## src/rtl/fcp_pkg.sv

```systemverilog
`default_nettype none
package fcp_pkg;

   localparam int SQRT_STEPS = 32;
   localparam int DIV_STEPS  = 17;
   localparam int QDEPTH     = 4;
   localparam int QCNT_W     = $clog2(QDEPTH + 1);
   localparam int QPTR_W     = $clog2(QDEPTH);
   localparam logic [16:0] SCALE_ONE = 17'd65536;

   typedef struct packed {
      logic signed [31:0] normal_in;
      logic signed [31:0] tangent_one_in;
      logic signed [31:0] tangent_two_in;
      logic [15:0]        friction_coeff;
      logic               frictionless;
      logic               last_contact;
   } req_type;

   typedef struct packed {
      logic [30:0]        normal_out;
      logic signed [31:0] tangent_one_out;
      logic signed [31:0] tangent_two_out;
      logic               last_out;
   } rsp_type;

   // classified contact held in the queue
   typedef struct packed {
      logic [30:0]        normal;
      logic signed [31:0] t1;
      logic signed [31:0] t2;
      logic [15:0]        mu;
      logic               bypass;
      logic               last;
   } item_type;

   // fields riding along the back pipeline
   typedef struct packed {
      logic [30:0]        normal;
      logic signed [31:0] t1;
      logic signed [31:0] t2;
      logic               bypass;
      logic               last;
   } carry_type;

   typedef struct packed {
      logic [QCNT_W-1:0] count;
      logic              full;
      logic              empty;
   } qstat_type;

endpackage
`default_nettype wire

```

## src/rtl/fcp_front.sv

```systemverilog
`default_nettype none
module fcp_front (
   input  wire logic             clock,
   input  wire logic             reset,
   input  wire logic             req_valid,
   output logic                  req_ready,
   input  wire fcp_pkg::req_type req_data,
   output logic                  push,
   output fcp_pkg::item_type     push_item,
   input  wire logic             q_full
);

   logic              valid_ff;
   fcp_pkg::item_type item_ff;
   fcp_pkg::item_type item_in;

   assign req_ready = !valid_ff || !q_full;
   assign push      = valid_ff && !q_full;
   assign push_item = item_ff;

   always_comb begin
      item_in.normal = req_data.normal_in[31] ? 31'd0 : req_data.normal_in[30:0];
      item_in.t1     = req_data.tangent_one_in;
      item_in.t2     = req_data.tangent_two_in;
      item_in.mu     = req_data.friction_coeff;
      // zero tangent pair gives r = 0: pass through
      item_in.bypass = req_data.frictionless ||
                       (req_data.tangent_one_in == 32'sd0 &&
                        req_data.tangent_two_in == 32'sd0);
      item_in.last   = req_data.last_contact;
   end

   always_ff @(posedge clock) begin
      if (reset) begin
         valid_ff <= 1'b0;
      end else if (req_ready) begin
         valid_ff <= req_valid;
      end
   end

   always_ff @(posedge clock) begin
      if (req_ready && req_valid) begin
         item_ff <= item_in;
      end
   end

endmodule
`default_nettype wire

```

## config.mk

```make
export PLATFORM = sky130hd
export DESIGN_NAME = fcp_front
export DESIGN_NICKNAME = d
export VERILOG_FILES = /design/src/rtl/fcp_pkg.sv /design/src/rtl/fcp_front.sv
export SDC_FILE = /design/constraint.sdc
export NUM_CORES = 1
export LEC_CHECK = 0
export BUFFER_PORTS_ARGS = -buffer_cell sky130_fd_sc_hd__buf_2
export CELL_PAD_IN_SITES_DETAIL_PLACEMENT = 0
export CELL_PAD_IN_SITES_GLOBAL_PLACEMENT = 1
export CORE_UTILIZATION = 33
export CTS_BUF_LIST = sky130_fd_sc_hd__clkbuf_8 sky130_fd_sc_hd__clkbuf_16
export CTS_CLUSTER_DIAMETER = 60
export DETAILED_ROUTE_END_ITERATION = 6
export PLACE_DENSITY_LB_ADDON = 0.05
export RECOVER_POWER = 25
export SETUP_SLACK_MARGIN = 0.3
export SYNTH_ARGS = -nofsm -noshare
export SYNTH_HDL_FRONTEND = slang
export SYNTH_SLANG_ARGS = --single-unit
export TNS_END_PERCENT = 5
```

## constraint.sdc

```tcl
create_clock -name clock -period 4.6 [get_ports clock]
set_clock_uncertainty 0.2 [all_clocks]
set_input_delay 0.92 -clock clock [delete_from_list [all_inputs] [get_ports clock]]
set_output_delay 0.92 -clock clock [all_outputs]
set_load 0.01 [all_outputs]
```

Word level (Yosys, flattened, before mapping) --
Index checks and enable logic that the tools add are counted.
Cells by class: reductions and logical operators 9
Operator list (number):
- 32-bit zero test | 2
- 1-bit logical AND | 3
- 1-bit zero test | 2
- 1-bit logical OR | 2
Word-level totals: output and inout bits 115, bits in registers 114

Logic depth before layout (Yosys ltp) --
depth in word-level cells 3, depth in mapped cells 3, mapped depth without buffers 3

Worst setup path before layout --
OpenSTA, ideal clock, no wires.
kind input to register, start input q_full, end register item_ff (netlist bit push_item[0]) (enable), setup time 486 ps, path slack 236 ps, stages 2, buffers on the path 0, data arrival time 3679 ps, path through nand2_1 > and2_1
Between the ends: word-level cells in the longest chain between the ends 3
RTL lines:
- from (decl) | line fcp_front.sv:10 | input wire logic q_full
- 1-bit zero test | line fcp_front.sv:17 | assign req_ready = !valid_ff || !q_full;
- 1-bit logical OR | line fcp_front.sv:17
- 1-bit logical AND | line fcp_front.sv:42 | if (req_ready && req_valid) begin
- to (signal assigned) | line fcp_front.sv:43 | item_ff <= item_in;
- to (decl) | line fcp_front.sv:14 | fcp_pkg::item_type item_ff;
No other way between the ends. A chain may end at the register's enable or synchronous reset.

Worst setup path after layout --
start input q_full, end output push
Between the ends: word-level cells in the longest chain between the ends 2
RTL lines:
- 1-bit zero test | line fcp_front.sv:18 | assign push = valid_ff && !q_full;
- 1-bit logical AND | line fcp_front.sv:18
- to (decl) | line fcp_front.sv:8 | output logic push,
No other way between the ends.

==> run metrics <==
Worst setup SP type=primary input; top post-synthesis cells by area=edfxtp_1 (89%), nor2b_1 (5.3%), nor4_1 (2.5%); RePlAce Congestion=0.726; initial antenna violation count=0; Cell Chain, Critical Path=clkbuf_1 > nor2b_1 > buf_2; critical path's largest stage delay=0.13 ns; post-cts hold buffer count=0; maxcap violations=0; Critical Path RT=3.48 ns; clock tree root driver cell=clkbuf_16; global-route wire length before repair=12500 um; part of the power in registers=0.446; CTS resizes=0; syn nets=293; Final Hold Viols=0; launching point of the worst reg2reg path=valid_ff; crit path buf inv count=2; WP data arrival=1.25 ns; largest net degree at the start of global routing=75; Clock Latency Late Sink=0.39 ns; DP HPWL=6590 um; synthesized instance count=175; first element of the critical path=q_full; GR Overflow Total=0; share of layout cells above drive strength 1=0.510; Pre-antenna DRT Iters=4; Peak VDD IR=0.193 mV; Seq cells post-synth=114; Post-route DRC=0; Yosys warning count=0; clock sink count=114; Sw Pwr=0.559 mW; multi-input logic area=369 um^2; Seq/Total Area, Yosys=0.899; # fillers=991; Crit. End Element=output pin; DR iter-0 viols=104; Avg Cell Area, Syn=21.7 um^2; total CTS buffers=17; Worst path slowest cell=buf_2; hold wc startpoint=valid_ff; IO Pins=233; Hold/Removal Path Class=reg -> reg; Initial Util=0.344; final period utilization=0.516; Slew headroom=0.166; vias in the first global route=2498; power per cell area=483 nW/um^2; Rows=38; worst-margin pin slew=1.25 ns; Antenna Nets Post-Route=0; Seq. cell area=3410 um^2; vias per cell=4.32; Die Height=109 um; delay-heaviest family, CP=buffers and inverters; Netlist cell types=13; CTS tree=built; die area=11900 um^2; Sw Share=0.203; top-area cell type share of the netlist area=0.894; H-tree levels=4; Slew Viols, Final=0; total power=2.76 mW; Cell Area, Synth=3790 um^2; core area=11000 um^2; Yosys top cell by area=edfxtp_1; DR WL/cell=15.0 um; Final setup viols=0; setup TNS=0 ns; Reg clk slew, reported paths=0.05 ns; RSZ-0062 raised after global routing=no; WS Path Type=in -> out; Die Width=109 um; internal power=2.20 mW; achievable frequency=421 MHz; Via Count=2494; GRT Overall Usage=0.148; final WL=8680 um; clk buf depth=2; Final Net Count=542; minimum clock period after layout=2.37 ns; Clock power frac=0.485; setup bufs post-CTS=0; Leakage=2.32 nW; ANT cells=0; P&R area growth vs syn=50.4%; outcome=completed; crit-path max FO=3; I/O Buffers=232; worst hold slack=0.304 ns; part of the power in combinational logic=0.069
[worst min-delay path: cells and delay by family, from the launching register on]
family / cells / cell delay [ns]
AOI/OAI and AO/OA: 1 / 0.06
DFF: 1 / 0.34
and+or+nand+nor: 1 / 0.07
[cells in the mapped netlist]
cell type	count
nand2_1	1
nor2_1	1
dfxtp_1	1
edfxtp_1	113
nor4_2	1
a21oi_1	1
o41ai_2	1
nand4_1	4
inv_1	1
clkbuf_1	3
nor4_1	15
and2_1	1
nor2b_1	32
[registers in the layout, summed over array words and instances (netlist names)]
| register | count |
|---|---|
| push_item | 113 |
| valid_ff | 1 |
[per-stage QoR]
stage | area (um^2) | utilization | worst slack, ns | instances
after detailed placement | 5140 | 0.466 | 1.98 | 545
after global placement | 5140 | 0.466 | 1.98 | 545
after floorplan | 3800 | - | 1.50 | 175
after global routing | 5710 | 0.518 | 2.18 | 577
after CTS | 5760 | 0.522 | 2.21 | 577
final | 5710 | 0.518 | 2.23 | 577
[power by group through the flow]
| stage | clock (mW) | combinational [mW] | sequential [mW] |
|---|---|---|---|
| 2_1_floorplan | 0 | 0.0350 | 1.29 |
| 3_3_place_gp | 0 | 0.199 | 1.25 |
| 5_1_grt | 1.42 | 0.209 | 1.24 |
| 4_1_cts | 1.37 | 0.199 | 1.23 |
| 6_report | 1.34 | 0.190 | 1.23 |
| 3_5_place_dp | 0 | 0.199 | 1.25 |
[final cells by class]
type | instances | share of cell area
multi-input cells | 57 | 0.0647
clock inverters | 15 | 0.0340
well taps | 140 | 0.0307
clock buffers | 17 | 0.0745
repair buffers | 233 | 0.198
flip-flops and latches | 114 | 0.598
inverters | 1 | 0.000657
[layer usage]
layer  up-vias  wire length, um  GRT usage
li1       1196                -          -
met1      1162             2940      0.150
met2       127             4720      0.257
met3         9              933     0.0658
met4         0               91     0.0714
met5         -                0          0
[logic make-up after synthesis]
| family | after synthesis | share of synthesized area |
|---|---|---|
| compound gates | 2 | 0.00560 |
| simple gates | 55 | 0.0910 |
| flops | 114 | 0.899 |
| buf+inv | 4 | 0.00396 |
[placed cells by master (no fill, tap or decap)]
cell type / netlist / final
buf_2: 0 / 190
edfxtp_1: 113 / 113
clkinvlp_4: 0 / 3
nor2b_1: 32 / 32
nor4_2: 1 / 1
nand2_1: 1 / 1
a21oi_1: 1 / 1
clkinv_2: 0 / 1
clkbuf_16: 0 / 17
clkinv_4: 0 / 4
nor4_1: 15 / 15
clkbuf_1: 3 / 42
dfxtp_1: 1 / 1
nor2_1: 1 / 1
inv_1: 1 / 3
clkinv_1: 0 / 1
buf_12: 0 / 1
bufinv_16: 0 / 4
and2_4: 0 / 1
o41ai_2: 1 / 1
nand4_1: 4 / 4
[worst paths after layout]
path                                 endpoint  slack, ns  cells past startpoint
worst max-delay path                     push       2.23                      3
worst min-delay path                 valid_ff       0.30                      2
worst max register to register  push_item[75]       2.72                      3
worst min register to register       valid_ff       0.30                      2
(Power assumes the default switching activity.)
