### config.mk
export PLATFORM = sky130hd
export DESIGN_NAME = fcp_queue
export DESIGN_NICKNAME = d
export VERILOG_FILES = /design/src/rtl/fcp_pkg.sv /design/src/rtl/fcp_queue.sv
export SDC_FILE = /design/constraint.sdc
export NUM_CORES = 1
export LEC_CHECK = 0
export ABC_AREA = 0
export BUFFER_PORTS_ARGS = -buffer_cell sky130_fd_sc_hd__clkbuf_2
export CAP_MARGIN = 20
export CORE_ASPECT_RATIO = 0.7
export CORE_MARGIN = 2
export CORE_UTILIZATION = 45
export DETAILED_ROUTE_END_ITERATION = 10
export GPL_ROUTABILITY_DRIVEN = 0
export PLACE_DENSITY = 0.68
export REMOVE_ABC_BUFFERS = 1
export SLEW_MARGIN = 5
export SYNTH_ARGS = -nofsm -noshare
export SYNTH_HDL_FRONTEND = slang
export SYNTH_SLANG_ARGS = --single-unit
### constraint.sdc
create_clock -name clock -period 3.8 [get_ports clock]
set_input_delay 0.19 -clock clock [delete_from_list [all_inputs] [get_ports clock]]
set_output_delay 0.19 -clock clock [all_outputs]
set_load 0.1 [all_outputs]
### src/rtl/fcp_pkg.sv
`default_nettype none
package fcp_pkg;

   localparam int SQRT_STEPS = 32;
   localparam int DIV_STEPS  = 17;
   localparam int QDEPTH     = 4;
   localparam int QCNT_W     = $clog2(QDEPTH + 1);
   localparam int QPTR_W     = $clog2(QDEPTH);
   localparam logic [16:0] SCALE_ONE = 17'd65536;

   typedef struct packed {
      logic signed [31:0] normal_in;
      logic signed [31:0] tangent_one_in;
      logic signed [31:0] tangent_two_in;
      logic [15:0]        friction_coeff;
      logic               frictionless;
      logic               last_contact;
   } req_type;

   typedef struct packed {
      logic [30:0]        normal_out;
      logic signed [31:0] tangent_one_out;
      logic signed [31:0] tangent_two_out;
      logic               last_out;
   } rsp_type;

   // classified contact held in the queue
   typedef struct packed {
      logic [30:0]        normal;
      logic signed [31:0] t1;
      logic signed [31:0] t2;
      logic [15:0]        mu;
      logic               bypass;
      logic               last;
   } item_type;

   // fields riding along the back pipeline
   typedef struct packed {
      logic [30:0]        normal;
      logic signed [31:0] t1;
      logic signed [31:0] t2;
      logic               bypass;
      logic               last;
   } carry_type;

   typedef struct packed {
      logic [QCNT_W-1:0] count;
      logic              full;
      logic              empty;
   } qstat_type;

endpackage
`default_nettype wire

### src/rtl/fcp_queue.sv
`default_nettype none
module fcp_queue (
   input  wire logic              clock,
   input  wire logic              reset,
   input  wire logic              push,
   input  wire fcp_pkg::item_type push_item,
   input  wire logic              pop,
   output fcp_pkg::item_type      pop_item,
   output fcp_pkg::qstat_type     stat
);

   fcp_pkg::item_type mem_ff [fcp_pkg::QDEPTH];
   logic [fcp_pkg::QPTR_W-1:0] wr_ff, rd_ff;
   logic [fcp_pkg::QCNT_W-1:0] cnt_ff, cnt_in;

   assign stat.count = cnt_ff;
   assign stat.full  = (cnt_ff == fcp_pkg::QCNT_W'(fcp_pkg::QDEPTH));
   assign stat.empty = (cnt_ff == '0);
   assign pop_item   = mem_ff[rd_ff];

   always_comb begin
      cnt_in = cnt_ff;
      if (push && !pop) begin
         cnt_in = cnt_ff + 1'b1;
      end else if (pop && !push) begin
         cnt_in = cnt_ff - 1'b1;
      end
   end

   always_ff @(posedge clock) begin
      if (reset) begin
         wr_ff  <= '0;
         rd_ff  <= '0;
         cnt_ff <= '0;
      end else begin
         cnt_ff <= cnt_in;
         if (push) begin
            wr_ff <= wr_ff + 1'b1;
         end
         if (pop) begin
            rd_ff <= rd_ff + 1'b1;
         end
      end
   end

   always_ff @(posedge clock) begin
      if (push) begin
         mem_ff[wr_ff] <= push_item;
      end
   end

endmodule
`default_nettype wire

== Word-level counts from Yosys, hierarchy flattened ==
Memories as Yosys holds them, arrays and structs flattened. A register that Yosys moved wholly into a read port is not among the register bits.
Index checks and enable logic that the tools add are counted.
Widths: inputs -> output; s select.

* Logic and storage cells: 21
* Input port bits: 117
* Latch bits: 0
* Memory bits (read-only): 0
* Output and inout bits: 118
* Bits in registers: 7
* Memory bits (writable): 452
* Memories: 1

* Multiplexer cells: 6
* Bitwise operators: 0
* Magnitude comparators: 0
* Multiply operators: 0
* $add $sub $neg: 4
* Div/mod/pow operators: 0
* Shifts and indexed selects: 0
* Equal/unequal tests: 1
* Reduce and logical (&&, ||, !) cells: 6

{| class="wikitable"
|+ Memories
! name !! words !! width !! read ports !! clocked after Yosys merged registers in !! write ports !! RTL line !! source
|-
| mem_ff || 4 || 113 || 1 || 1 || 1 || fcp_queue.sv:12 || <nowiki>fcp_pkg::item_type mem_ff [fcp_pkg::QDEPTH];</nowiki>
|}

{| class="wikitable"
|+ Operators with widths
! kind !! count
|-
| $mux 3 || 2
|-
| $add 2x1->2 const B || 2
|-
| $mux 2 || 2
|-
| $add 3x1->3 const B || 1
|-
| $eq 3x3->1 const B || 1
|-
| $logic_not 3->1 || 1
|-
| $sub 3x1->3 const B || 1
|-
| $logic_and 1x1->1 || 2
|-
| $logic_not 1->1 || 2
|-
| $mux 1 || 2
|-
| $reduce_bool 2->1 || 1
|}

== Depth between registers and ports, before layout ==
* Depth in word-level cells: 4
* Depth in mapped cells: 7
* Depth with buffers taken out: 7

== Least setup slack after synthesis ==
No wires, ideal clock.

* Path type: register to register
* Start point: reg wr_ff[0] in the netlist's numbering
* End point: mem mem_ff[0][0] in the netlist's numbering, enable pin
* Cell stages (with the launch flop): 4
* Path buffers: 0
* Clock period less this slack: 3629 ps
* Arrival time: 3144 ps
* Data required time: 3315 ps
* Path slack: 171 ps
* Library setup time: 485 ps
* Path through: dfxtp_1 > inv_1 > ha_1 > and2_1

{| class="wikitable"
|+ RTL lines
! element !! RTL line !! source
|-
| start: declaration || fcp_queue.sv:13 || <nowiki>logic [fcp_pkg::QPTR_W-1:0] wr_ff, rd_ff;</nowiki>
|-
| start signal: assignment || fcp_queue.sv:38 || <nowiki>wr_ff <= wr_ff + 1'b1;</nowiki>
|-
| end: declaration || fcp_queue.sv:12 ||
|}

No word-level cell before the write port.

==> results.sh <==
export IMPL_synth_cells=635
export IMPL_relSlewSlack=0.493
export IMPL_start_kind="register"
export IMPL_num_io_pins=235
export IMPL_setup_worst_path_class="register to output pin"
export IMPL_min_period_ps=2600
export IMPL_grt_antenna_before_repair=1
export IMPL_maxCapViolCount=0
export IMPL_io_buffers=234
export IMPL_layoutNonFillerInstCount=1531
export IMPL_reg2regPathDepth=3
export IMPL_synth_compound_area_frac=0.000597
export IMPL_setup_viol=0
export IMPL_hold_path_class="primary input to register"
export IMPL_numClockSinks=461
export IMPL_worstSkewPairLatency_ps=530
export IMPL_via_per_inst=5.11
export IMPL_cts_buffer_depth=3
export IMPL_status="completed"
export IMPL_clock_fmax_mhz=385
export IMPL_rsz0062_at_grt="false"
export IMPL_vdd_drop_max_mv=0.417
export IMPL_layout_nets=1137
export IMPL_numCtsBuffers=42
export IMPL_synthToLayoutAreaGrowth_pct=24.8
export IMPL_syn_avg_cell_area_um2=26.4
export IMPL_first_pass_iters=5
export IMPL_final_common_cell="edfxtp_1"
export IMPL_final_util=0.567
export IMPL_crit_path_max_fanout=64
export IMPL_final_fill_count=2734
export IMPL_worst_pin_slew_ps=760
export IMPL_clkSlewWorstSetupHoldPaths_ps=60
export IMPL_yosys_warnings=0
export IMPL_start_util=0.454
export IMPL_drtIter0Drc=507
export IMPL_dieHeight_um=165
export IMPL_ys_seq_area_frac=0.821
export IMPL_finalClockSkew_ps=16.9
export IMPL_antenna_left=0
export IMPL_grt_pass1_wl_um=48100
export IMPL_synth_top_family_by_area="multiplexers"
export IMPL_leakage_uw=0.00713
export IMPL_rows=59
export IMPL_drt_total_wl_um=31600
export IMPL_layout_common_cells="452 x edfxtp_1, 234 x clkbuf_2, 115 x dlygate4sd3_1"
export IMPL_syn_area_um2=16800
export IMPL_critical_path_required_ps=3610
export IMPL_hpwlAfterDp_um=18400
export IMPL_root_buffer="clkbuf_16"
export IMPL_die_w_um=235
export IMPL_wl_per_cell_um=20.6
export IMPL_h_tree_depth=2
export IMPL_synth_mux_area_frac=0.153
export IMPL_cts_tree="built"
export IMPL_grt_util_all_layers=0.162
export IMPL_ys_seq_elements=461
export IMPL_postCtsResizedCells=0
export IMPL_hold_depth=3
export IMPL_period_share=0.684
export IMPL_synth_distinct_cells=21
export IMPL_end_kind="output pin"
export IMPL_drive_gt1_frac=0.404
export IMPL_grt_pass1_vias=8434
export IMPL_coreArea_um2=36900
export IMPL_cts_setup_buffers=0
export IMPL_dieArea_um2=38800
export IMPL_power_density_nw_per_um2=586
export IMPL_maxSlewViolCount=0
export IMPL_overflow=0
export IMPL_hold_viol_final=0
export IMPL_worst_ep_arrival_time_ps=2410
export IMPL_vias=7822
export IMPL_synth_simple_gate_area_frac=0.00441
export IMPL_synth_xor_area_frac=0.00261
export IMPL_grt_max_degree=68
export IMPL_drc=0
export IMPL_rrSetupSlack_ps=1780
export IMPL_synth_fa_ha_area_frac=0.00493
export IMPL_dp_cells=1343
## per-stage QoR
stage | hold slack, ps | power, uW | TNS (ps) | instance area (um^2) | worst slack, ps
global route | 65.1 | 12700 | 0 | 20900 | 1060
global placement | 408 | 8420 | 0 | 18500 | 1750
finish | 51.8 | 12300 | 0 | 20900 | 1200
floorplan | 259 | 8020 | -241050 | 16500 | -2130
detailed placement | 411 | 8450 | 0 | 18500 | 1730
CTS | 27.2 | 12400 | 0 | 20900 | 1130
## synthesized netlist by cell type
cell type | instances | area share
nor3_1 | 1 | 0.00030
nand2_1 | 1 | 0.00022
clkbuf_1 | 6 | 0.0013
inv_1 | 4 | 0.00090
xnor2_1 | 2 | 0.0010
buf_8 | 8 | 0.0072
buf_6 | 1 | 0.00067
mux4_2 | 113 | 0.15
or3_1 | 1 | 0.00037
nor3b_1 | 1 | 0.00045
nor2_1 | 7 | 0.0016
dfxtp_1 | 9 | 0.011
fa_1 | 1 | 0.0012
xor2_1 | 3 | 0.0016
and2_1 | 4 | 0.0015
ha_1 | 5 | 0.0037
o21ai_0 | 1 | 0.00030
a21oi_1 | 1 | 0.00030
edfxtp_1 | 452 | 0.81
mux2i_1 | 2 | 0.0012
buf_2 | 12 | 0.0036
## routing by layer
metal,track usage,up-vias,part of all wire
met4,0.0409,0,0.018
met3,0.0464,47,0.066
met5,0,-,0
met1,0.215,4076,0.42
met2,0.268,206,0.49
li1,-,3493,-
## worst max-delay path, cell delays in order, from the launching register on
cell and delay [ps]:
dfxtp_4 370, buf_12 410, mux4_2 600, clkbuf_2 410
## final timing paths
path / from / to
hold / removal: push / wr_ff[1]
setup reg to reg: wr_ff[0] / mem_ff[3][80]
setup / recovery: register / pop_item[18]
hold reg to reg: rd_ff[1] / rd_ff[1]
## state kept, by name, indices dropped and copies added (netlist names), named ones only
register / cells
cnt_ff: 3
mem_ff: 452
rd_ff: 2
wr_ff: 2
## logic make-up after synthesis
kind of cell | Yosys count
mux | 115
flops | 461
fa+ha+maj | 6
compound gates | 2
xor+xnor | 5
buf+inv | 31
simple gates | 15
## layout make-up
class	count	area, um^2	area share
multi-input combinational	143	2790	0.133
clock inverter	16	110	0.00526
tap	488	611	0.0292
sequential	461	13800	0.658
timing repair buffer	362	2510	0.120
inverter	4	15.0	0.000718
antenna	1	2.50	0.000120
clock buffer	56	1120	0.0538
## power by group
part / total, uW / internal, uW / leakage (uW) / switching, uW
sequential: 5900 / 5840 / 0.00423 / 58.5
clock: 3850 / 2150 / 0.000606 / 1710
combinational: 2510 / 554 / 0.00229 / 1960
## timing repair
| action | 4_1_cts | 5_1_grt |
|---|---|---|
| hold buffers | 115 | 0 |
| hold endpoints to repair | 461 | 0 |
| endpoints found under the setup margin | 0 | 0 |
Power figures use the tool's default switching activity.
